**config.mk**
```make
export PLATFORM = sky130hd
export DESIGN_NAME = ordered_list_insert_erase_core
export DESIGN_NICKNAME = d
export VERILOG_FILES = /design/src/rtl/core/olie_pkg.sv /design/src/rtl/core/olie_cell.sv /design/src/rtl/core/ordered_list_insert_erase_core.sv
export VERILOG_INCLUDE_DIRS = /design/src /design/src/rtl/core
export SDC_FILE = /design/constraint.sdc
export NUM_CORES = 1
export LEC_CHECK = 0
export BUFFER_PORTS_ARGS = -buffer_cell sky130_fd_sc_hd__buf_2
export CAP_MARGIN = 5
export CORE_MARGIN = 4
export CORE_UTILIZATION = 30
export CTS_CLUSTER_SIZE = 14
export DETAILED_ROUTE_END_ITERATION = 12
export PLACE_DENSITY = 0.55
export SYNTH_ARGS = -nofsm -noshare
export SYNTH_HDL_FRONTEND = slang
export SYNTH_SLANG_ARGS = --single-unit
```
**constraint.sdc**
```tcl
create_clock -name clk_i -period 7.5 [get_ports clk_i]
set_input_delay 1.125 -clock clk_i [delete_from_list [all_inputs] [get_ports clk_i]]
set_output_delay 1.125 -clock clk_i [all_outputs]
set_load 0.05 [all_outputs]
```
**src/rtl/core/ordered_list_insert_erase_core_assert.svh**
```systemverilog
// Assertion macros for the ordered list core.
`ifndef ORDERED_LIST_INSERT_ERASE_CORE_ASSERT_SVH
`define ORDERED_LIST_INSERT_ERASE_CORE_ASSERT_SVH
`ifndef SYNTHESIS
`define OLIE_ASSERT(name, prop) \
  name: assert property (@(posedge clk_i) disable iff (!rst_ni) prop) \
    else $error("ordered list core: assertion failed");
`define OLIE_ASSERT_RST(name, prop) \
  name: assert property (@(posedge clk_i) prop) \
    else $error("ordered list core: reset assertion failed");
`else
`define OLIE_ASSERT(name, prop)
`define OLIE_ASSERT_RST(name, prop)
`endif
`endif

```
**src/rtl/core/olie_pkg.sv**
```systemverilog
// Package with types and constants shared by the ordered list core and its cells.
package olie_pkg;

  localparam int unsigned DefaultCapacity = 16;
  localparam int unsigned DataW = 32;
  localparam int unsigned PosW = 9;

  typedef logic [PosW-1:0] pos_t;
  typedef logic [DataW-1:0] data_t;

  typedef enum logic [2:0] {
    CMD_PUSH_BACK = 3'd0,
    CMD_POP_BACK  = 3'd1,
    CMD_INSERT    = 3'd2,
    CMD_ERASE     = 3'd3,
    CMD_CLEAR     = 3'd4,
    CMD_FILL      = 3'd5,
    CMD_READ      = 3'd6
  } cmd_e;

  typedef enum logic [1:0] {
    ST_OK        = 2'd0,
    ST_BAD_INDEX = 2'd1,
    ST_EMPTY     = 2'd2,
    ST_FULL      = 2'd3
  } status_e;

  typedef enum logic [2:0] {
    CELL_HOLD,
    CELL_LOAD,
    CELL_OPEN,
    CELL_CLOSE,
    CELL_FILL
  } cell_op_e;

  typedef struct packed {
    cell_op_e op;
    pos_t     at;
    data_t    value;
  } cell_ctrl_t;

endpackage

```
**src/rtl/core/olie_cell.sv**
```systemverilog
// One list cell: holds one entry and loads it from the command or a neighbor.
module olie_cell #(
  parameter int unsigned POS = 0
) (
  input  logic                clk_i,
  input  olie_pkg::cell_ctrl_t ctrl_i,
  input  olie_pkg::data_t     left_i,
  input  olie_pkg::data_t     right_i,
  output olie_pkg::data_t     value_o
);

  localparam olie_pkg::pos_t MyPos = olie_pkg::PosW'(POS);

  olie_pkg::data_t value_q, value_d;

  always_comb begin
    value_d = value_q;
    unique case (ctrl_i.op)
      olie_pkg::CELL_LOAD: begin
        if (MyPos == ctrl_i.at) value_d = ctrl_i.value;
      end
      olie_pkg::CELL_OPEN: begin
        if (MyPos == ctrl_i.at) begin
          value_d = ctrl_i.value;
        end else if (MyPos > ctrl_i.at) begin
          value_d = left_i;
        end
      end
      olie_pkg::CELL_CLOSE: begin
        if (MyPos >= ctrl_i.at) value_d = right_i;
      end
      olie_pkg::CELL_FILL: begin
        if (MyPos < ctrl_i.at) value_d = ctrl_i.value;
      end
      default: value_d = value_q;
    endcase
  end

  always_ff @(posedge clk_i) begin
    value_q <= value_d;
  end

  assign value_o = value_q;

endmodule

```
**src/rtl/core/ordered_list_insert_erase_core.sv**
```systemverilog
// Ordered list core: a row of shifting cells with a command decoder and result register.
// A request accepted at a clock edge gives its result strobe in the next cycle.
// Throughput: one request per cycle; busy never rises, since the whole cell row updates
// in the cycle after the request.
// Reset clears the count, so the list is empty; stored entries keep no reset value.
// The result strobe is low during and right after reset.
`include "ordered_list_insert_erase_core_assert.svh"

module ordered_list_insert_erase_core #(
  parameter int unsigned CAPACITY = olie_pkg::DefaultCapacity
) (
  input  logic               clk_i,
  input  logic               rst_ni,
  input  logic               start,
  output logic               busy,
  input  logic [2:0]         command_i,
  input  logic [4:0]         index_i,
  input  logic signed [31:0] value_i,
  output logic               done_o,
  output logic [1:0]         status_o,
  output logic [4:0]         count_o,
  output logic signed [31:0] read_value_o
);

  localparam int unsigned CntW = $clog2(CAPACITY + 1);
  localparam int unsigned AddrW = (CAPACITY > 1) ? $clog2(CAPACITY) : 1;
  localparam olie_pkg::pos_t CapPos = olie_pkg::PosW'(CAPACITY);

  logic [CntW-1:0]      count_q, count_d;
  logic                 done_q;
  olie_pkg::status_e    status_q, status_d;
  olie_pkg::data_t      rd_q, rd_d;
  olie_pkg::cell_ctrl_t ctrl;
  olie_pkg::data_t      cell_val [CAPACITY];
  olie_pkg::cmd_e       cmd;
  olie_pkg::pos_t       idx_p, cnt_p;
  logic [AddrW-1:0]     rd_addr;
  logic                 accept;

  assign busy   = 1'b0;
  assign accept = start && !busy;
  assign cmd    = olie_pkg::cmd_e'(command_i);
  assign idx_p  = olie_pkg::PosW'(index_i);
  assign cnt_p  = olie_pkg::PosW'(count_q);
  assign rd_addr = AddrW'(idx_p);

  always_comb begin
    status_d   = olie_pkg::ST_OK;
    count_d    = count_q;
    rd_d       = '0;
    ctrl.op    = olie_pkg::CELL_HOLD;
    ctrl.at    = idx_p;
    ctrl.value = value_i;
    unique case (cmd)
      olie_pkg::CMD_PUSH_BACK: begin
        if (cnt_p >= CapPos) begin
          status_d = olie_pkg::ST_FULL;
        end else begin
          ctrl.op = olie_pkg::CELL_LOAD;
          ctrl.at = cnt_p;
          count_d = count_q + CntW'(1);
        end
      end
      olie_pkg::CMD_POP_BACK: begin
        if (count_q == '0) begin
          status_d = olie_pkg::ST_EMPTY;
        end else begin
          count_d = count_q - CntW'(1);
        end
      end
      olie_pkg::CMD_INSERT: begin
        if (idx_p > cnt_p) begin
          status_d = olie_pkg::ST_BAD_INDEX;
        end else if (cnt_p >= CapPos) begin
          status_d = olie_pkg::ST_FULL;
        end else begin
          ctrl.op = olie_pkg::CELL_OPEN;
          count_d = count_q + CntW'(1);
        end
      end
      olie_pkg::CMD_ERASE: begin
        if (count_q == '0) begin
          status_d = olie_pkg::ST_EMPTY;
        end else if (idx_p >= cnt_p) begin
          status_d = olie_pkg::ST_BAD_INDEX;
        end else begin
          ctrl.op = olie_pkg::CELL_CLOSE;
          count_d = count_q - CntW'(1);
        end
      end
      olie_pkg::CMD_CLEAR: begin
        count_d = '0;
      end
      olie_pkg::CMD_FILL: begin
        if (idx_p > CapPos) begin
          status_d = olie_pkg::ST_FULL;
        end else begin
          ctrl.op = olie_pkg::CELL_FILL;
          count_d = CntW'(idx_p);
        end
      end
      olie_pkg::CMD_READ: begin
        if (count_q == '0) begin
          status_d = olie_pkg::ST_EMPTY;
        end else if (idx_p >= cnt_p) begin
          status_d = olie_pkg::ST_BAD_INDEX;
        end else begin
          rd_d = cell_val[rd_addr];
        end
      end
      default: status_d = olie_pkg::ST_OK;
    endcase
    if (!accept) ctrl.op = olie_pkg::CELL_HOLD;
  end

  for (genvar g = 0; g < CAPACITY; g++) begin : g_cell
    olie_pkg::data_t left_v, right_v;
    if (g == 0) begin : g_first
      assign left_v = '0;
    end else begin : g_mid_l
      assign left_v = cell_val[g-1];
    end
    if (g == CAPACITY - 1) begin : g_last
      assign right_v = cell_val[g];
    end else begin : g_mid_r
      assign right_v = cell_val[g+1];
    end
    olie_cell #(
      .POS(g)
    ) u_cell (
      .clk_i   (clk_i),
      .ctrl_i  (ctrl),
      .left_i  (left_v),
      .right_i (right_v),
      .value_o (cell_val[g])
    );
  end

  always_ff @(posedge clk_i or negedge rst_ni) begin
    if (!rst_ni) begin
      count_q <= '0;
      done_q  <= 1'b0;
    end else begin
      done_q <= accept;
      if (accept) count_q <= count_d;
    end
  end

  always_ff @(posedge clk_i) begin
    if (accept) begin
      status_q <= status_d;
      rd_q     <= rd_d;
    end
  end

  assign done_o       = done_q;
  assign status_o     = status_q;
  assign count_o      = 5'(count_q);
  assign read_value_o = rd_q;

  `OLIE_ASSERT(a_done_follows_request, (start && !busy) |=> done_o)
  `OLIE_ASSERT(a_no_spurious_done, !(start && !busy) |=> !done_o)
  `OLIE_ASSERT(a_count_in_range, CntW'(CAPACITY) >= count_q)
  `OLIE_ASSERT(a_read_value_zero, (accept && cmd != olie_pkg::CMD_READ) |=> (rd_q == '0))
  `OLIE_ASSERT_RST(a_reset_no_done, !rst_ni |=> !done_q)

endmodule
```
---- Word level (Yosys, flattened, before mapping) ----
Cells that the tools add are included.
word-level totals
  output and inout bits ................... 41
  register bits ........................... 552
cells by class
  reductions and logical operators ........ 25
  multiplexer cells ....................... 121
  order comparisons ....................... 52
  bitwise logic cells ..................... 2
  add/subtract/negate cells ............... 2
  eq/ne operators ......................... 93
operators with widths
  operator                                                   count
  two-way mux 32 bit                                         81
  case mux 32 bit (4 select lines)                           15
  binary-select mux 32 bit (select 4 bit)                    1
  case mux 32 bit (3 select lines)                           1
  inequality test 2 x 1 -> 1 bit, second input constant      47
  AND reduction 5 bit                                        15
  equality test 4 x 9 -> 1 bit, first input constant         8
  > comparator 4 x 9 -> 1 bit, first input constant          8
  less-than comparator 4 x 9 -> 1 bit, first input constant  8
  >= comparator 4 x 9 -> 1 bit, first input constant         7
  inequality test 3 x 1 -> 1 bit, second input constant      16
  equality test 3 x 9 -> 1 bit, first input constant         4
  >= comparator 3 x 9 -> 1 bit, first input constant         4
  > comparator 3 x 9 -> 1 bit, first input constant          4
  less-than comparator 3 x 9 -> 1 bit, first input constant  4
  two-way mux 5 bit                                          6
  case mux 5 bit (6 select lines)                            1
  equality test 2 x 9 -> 1 bit, first input constant         2
  >= comparator 1 x 9 -> 1 bit, first input constant         2
  >= comparator 2 x 9 -> 1 bit, first input constant         2
  > comparator 1 x 9 -> 1 bit, first input constant          2
  > comparator 2 x 9 -> 1 bit, first input constant          2
  less-than comparator 1 x 9 -> 1 bit, first input constant  2
  less-than comparator 2 x 9 -> 1 bit, first input constant  2
  30 further kinds                                           51

---- Longest topological paths before layout ----
  depth in word-level cells ............... 8
  gate-level depth with buffers ........... 15

---- By module ----
A second synthesis with hierarchy kept.
second synthesis, totals
  cells, all modules ...................... 3870
  area, all modules ....................... 41414.7 µm²
modules (own cells, without submodules)
  module                          area an instance (µm²)  cells each  times used
  ordered_list_insert_erase_core  6099.6                  451         1
  olie_cell (g_cell[12].u_cell)   2343.5                  237         1
  olie_cell (g_cell[4].u_cell)    2343.5                  242         1
  olie_cell (g_cell[6].u_cell)    2341.0                  241         1
  olie_cell (g_cell[9].u_cell)    2341.0                  237         1
  olie_cell (g_cell[8].u_cell)    2338.5                  239         1
  olie_cell (g_cell[5].u_cell)    2337.2                  240         1
  olie_cell (g_cell[14].u_cell)   2336.0                  239         1
  olie_cell (g_cell[13].u_cell)   2332.2                  239         1
  olie_cell (g_cell[11].u_cell)   2328.5                  238         1
  olie_cell (g_cell[7].u_cell)    2318.5                  236         1
  olie_cell (g_cell[0].u_cell)    2313.5                  237         1
  olie_cell (g_cell[15].u_cell)   2313.5                  235         1
  olie_cell (g_cell[10].u_cell)   2010.7                  191         1
  3 more rows                     -                       -           -

---- Least setup slack after synthesis ----
Ideal clock, no wire load.
  kind .................................... input -> register
  start ................................... in index_i[0]
  end ..................................... reg g_cell[1].u_cell.value_q[0], enable pin
  slack ................................... 0.782 ns
  data arrival time ....................... 6.238 ns
  setup time .............................. 0.480 ns
  required time ........................... 7.020 ns
  stages on the path ...................... 14
  path through ............................ buf_4 buf_2 buf_4 buf_2 inv_1 ha_1 nand2_1 nor2_1 or4_1 buf_2 buf_4 a31oi_2 a31oi_1 a311oi_1
between the ends
  cells in the longest elaborated chain, start to end .. 8
  elaborated cells between the ends (all ways) .. 25
  classes of those cells .................. order compare (6); eq/ne (9); mux (8); reduce/logical (2)
RTL lines
  element                                                           line                                   source
  start: declaration                                                ordered_list_insert_erase_core.sv:17   input logic [4:0] index_i,
  >= comparator 5 bit                                               ordered_list_insert_erase_core.sv:84   end else if (idx_p >= cnt_p) begin
  two-way mux 2 bit                                                 ordered_list_insert_erase_core.sv:84
  two-way mux 2 bit                                                 ordered_list_insert_erase_core.sv:82   if (count_q == '0) begin
  case mux 3 bit (4 select lines)                                   ordered_list_insert_erase_core.sv:54   unique case (cmd)
  two-way mux 3 bit                                                 ordered_list_insert_erase_core.sv:113  if (!accept) ctrl.op = olie_pkg::CELL_HOLD;
  equality test 3 x 2 -> 1 bit (tied with other cells)              olie_cell.sv:18                        unique case (ctrl_i.op)
  inequality test 3 x 1 -> 1 bit (no line) (tied with other cells)  -
  AND reduction 5 bit (no line) (*)                                 -
  end signal: assignment                                            olie_cell.sv:40                        value_q <= value_d;
  end: declaration                                                  olie_cell.sv:14                        olie_pkg::data_t value_q, value_d;
Mark *: on every way between the ends. The rest lies on a longest branch, timed or not.
A chain may end at the register's enable or synchronous reset.

---- Worst setup path in the final report ----
  start ................................... in index_i[0]
  end ..................................... reg g_cell[12].u_cell.value_q[7], enable pin
between the ends
  cells in the longest elaborated chain, start to end .. 8
  elaborated cells between the ends (all ways) .. 25
  classes of those cells .................. order compare (6); eq/ne (9); mux (8); reduce/logical (2)
RTL lines
  element                                                           line
  >= comparator 5 bit                                               ordered_list_insert_erase_core.sv:84
  two-way mux 2 bit                                                 ordered_list_insert_erase_core.sv:84
  two-way mux 2 bit                                                 ordered_list_insert_erase_core.sv:82
  case mux 3 bit (4 select lines)                                   ordered_list_insert_erase_core.sv:54
  two-way mux 3 bit                                                 ordered_list_insert_erase_core.sv:113
  equality test 3 x 2 -> 1 bit (tied with other cells)              olie_cell.sv:18
  inequality test 3 x 1 -> 1 bit (no line) (tied with other cells)  -
  AND reduction 5 bit (no line) (*)                                 -
  end signal: assignment                                            olie_cell.sv:40
  end: declaration                                                  olie_cell.sv:14
Marked as above.

==> results.json <==
{
  "wl_met3_mm": 10.2,
  "final_antenna_net_count": 0,
  "cp.depth": 10,
  "worstSetupPathType": "input port to register",
  "antenna_found_initial": 10,
  "drt-wirelength-per-cell_microns": 28.9,
  "ir_drop_v": 0.000198,
  "layout_min_cycle_time_ns": 5.11,
  "io_buffers": 82,
  "ctsResizeCount": 0,
  "final_common_cell": "edfxtp_1",
  "holdCritPathClass": "input port to asynchronous set/reset pin",
  "grt-ovfl-total": 0,
  "dpl.cell_count": 3894,
  "cts_inserted_buffers": 61,
  "routed_wl_mm": 115,
  "synthArstFlopShare": 0.0109,
  "crit_path_end_kind": "register",
  "die_y_microns": 330,
  "grt_pass1_wl_mm": 167,
  "rrSetupSlack_ns": 2.49,
  "final_area_sq_mm": 0.0348,
  "clk_path_buf_depth": 3,
  "fillers": 10000,
  "drive_above_1_share": 0.161,
  "cts_tree": "done",
  "gp_congestion": 0.847,
  "area_delta_synth_final_pct": 11.9,
  "synth_cell_types": 70,
  "yosys_register_bits": 552,
  "grt_usage": 0.205,
  "required_ns": 7.82,
  "crit_path_start_kind": "input port",
  "grt_max_degree": 93,
  "holdWs_ns": 0.297,
  "crit_family": "compound AO/OA/AOI/OAI gates",
  "ctsHoldBuffers": 0,
  "period_share": 0.681,
  "crit_arrival_ns": 5.43,
  "leakage_nw": 10.8,
  "synth_edf_count": 546,
  "pin_count": 84,
  "reg2regPathDepth": 9,
  "ys.flop_type": "edfxtp_1",
  "fin_cells": 3999,
  "clk_pin_slew_ns": 0.07,
  "h-tree-depth": 2,
  "grt_pass1_vias": 23600,
  "route.met2.wl_mm": 55.1,
  "cts_root_buf": "clkbuf_16",
  "worstReg2RegEnd": "g_cell[12].u_cell.value_o[7]",
  "p_total_w": 0.00800,
  "nets": 2642,
  "worst-path-buf-inv": 3,
  "top_layer": "met5",
  "die_x_microns": 330,
  "finClkSkew_ns": 0.0429,
  "ys_seq_area_frac": 0.532,
  "final_cell_mix": "edfxtp_1, a22oi_1, nand2_1",
  "num_rows": 117,
  "setup_viol": 0,
  "setup_tns_ns": 0,
  "initial_core_util": 0.304,
  "timing.rr.start": "count_o[1]",
  "crit_chain": "buf_8 > inv_1 > ha_1 > nor2b_1 > o311ai_1 > a21oi_4 > nand2_1 > o21ai_0 > o221ai_4 > buf_4",
  "drtIter0Drc": 3112,
  "slew_violations": 0,
  "syn_nets": 2710,
  "cts_setup_buffers": 0,
  "yosysWarnings": 0,
  "vias": 24700,
  "final-hold-violation-count": 0,
  "dp_hpwl_mm": 65.6,
  "avgSynthCellArea_sq_um": 11.7,
  "drcViolationCount": 0,
  "synth_area_sq_mm": 0.0311,
  "path_max_fanout": 45,
  "slew-limit-headroom": 0.168,
  "dr.pass1.iters": 6,
  "drt-met1-wl_mm": 46.2,
  "netlist_instances": 2657,
  "cp_slowest_stage_delay_ns": 1.04,
  "clkSinkCount": 552,
  "vias_per_cell": 6.18,
  "power.density_mw_per_mm2": 230,
  "fmaxAchievable_mhz": 196,
  "worst_pin_slew_ns": 1.23,
  "status": "completed",
  "dieArea_sq_mm": 0.109,
  "dpl_cell_area_sq_mm": 0.0330,
  "core_sq_mm": 0.102,
  "rsz0062_at_grt": "no",
  "cp_slowest_cell": "o21ai_0",
  "maxCapViolations": 0,
  "clk_latency_ns": 0.67
}
routing by layer:
metal,vias up,global-route usage
met1,12500,0.272
met5,-,0
li1,10500,-
met4,2,0.0654
met3,228,0.0366
met2,1443,0.343
worst max path at each step:
stage,slack (ns),end,startpoint
after floorplan,0.78,g_cell[1].u_cell.value_o[0],index_i[0]
after global routing,2.14,g_cell[12].u_cell.value_o[7],index_i[0]
after CTS,2.44,g_cell[12].u_cell.value_o[7],index_i[0]
after detailed placement,1.77,g_cell[12].u_cell.value_o[25],index_i[0]
after global placement,1.83,g_cell[12].u_cell.value_o[25],index_i[0]
final,2.39,g_cell[12].u_cell.value_o[7],index_i[0]
cells by family (layout without fill, tap and decap cells):
kind of cell | after synthesis | in the layout | share of synthesized area
compound gates | 1058 | 1058 | 0.232
flops | 552 | 552 | 0.532
simple gates | 521 | 521 | 0.0741
buf+inv | 287 | 256 | 0.0423
mux | 225 | 225 | 0.115
fa+ha+maj | 10 | 10 | 0.00426
xor+xnor | 3 | 3 | 0.000844
other cells | 1 | 6 | 0.000120
cells in the mapped netlist, drive strengths merged (2+ instances only):
library cell	n	area share
ha	9	0.0036
nand4	8	0.0016
or2	6	0.0012
clkbuf	133	0.017
a22oi	274	0.066
o41ai	2	0.00056
o21a	33	0.0080
o22a	32	0.0090
o21bai	20	0.0048
o21ai	253	0.042
nor4	6	0.0012
o311a	3	0.00096
a221oi	20	0.0056
dfrtp	6	0.0048
inv	7	0.00084
buf	147	0.025
a311oi	2	0.0011
edfxtp	546	0.53
nand2b	2	0.00040
and2	35	0.0070
a32oi	6	0.0017
nand2	246	0.030
a211oi	3	0.00088
mux2	42	0.015
a21oi	127	0.021
a31oi	101	0.020
nor2b	22	0.0044
mux4	100	0.072
nor3	20	0.0049
mux2i	83	0.027
nor2	146	0.018
o22ai	35	0.0070
o211ai	33	0.0080
a21o	8	0.0019
a221o	99	0.032
xnor2	2	0.00056
nand3	21	0.0034
or4	4	0.00096
and3	2	0.00040
power breakdown:
group | internal, W | switching, W | leakage [nW]
clock | 0.00164 | 0.00131 | 0.909
combinational | 0.000450 | 0.000907 | 4.87
sequential | 0.00357 | 0.000125 | 5.03
total | 0.00566 | 0.00234 | 10.8
registers in the layout, summed over array words and instances (netlist names):
name	count
g_cell.u_cell.value_o	512
read_value_o	32
done_o	1
status_o	2
count_o	5
final cells by class:
type / instances / area, sq um / area share
clock inverters: 24 / 272 / 0.00779
multi-input cells: 1818 / 13600 / 0.391
flip-flops and latches: 552 / 16500 / 0.475
inverters: 7 / 26.3 / 0.000754
repair buffers: 149 / 1060 / 0.0304
well taps: 1368 / 1710 / 0.0491
diodes: 5 / 12.5 / 0.000359
clock buffers: 76 / 1600 / 0.0460
through the flow:
step | worst slack, ns | utilization
floorplan | 0.782 | -
global placement | 1.83 | 0.322
detailed placement | 1.77 | 0.322
CTS | 2.44 | 0.340
global route | 2.14 | 0.340
finish | 2.39 | 0.341
Power figures use the tool's default switching activity.
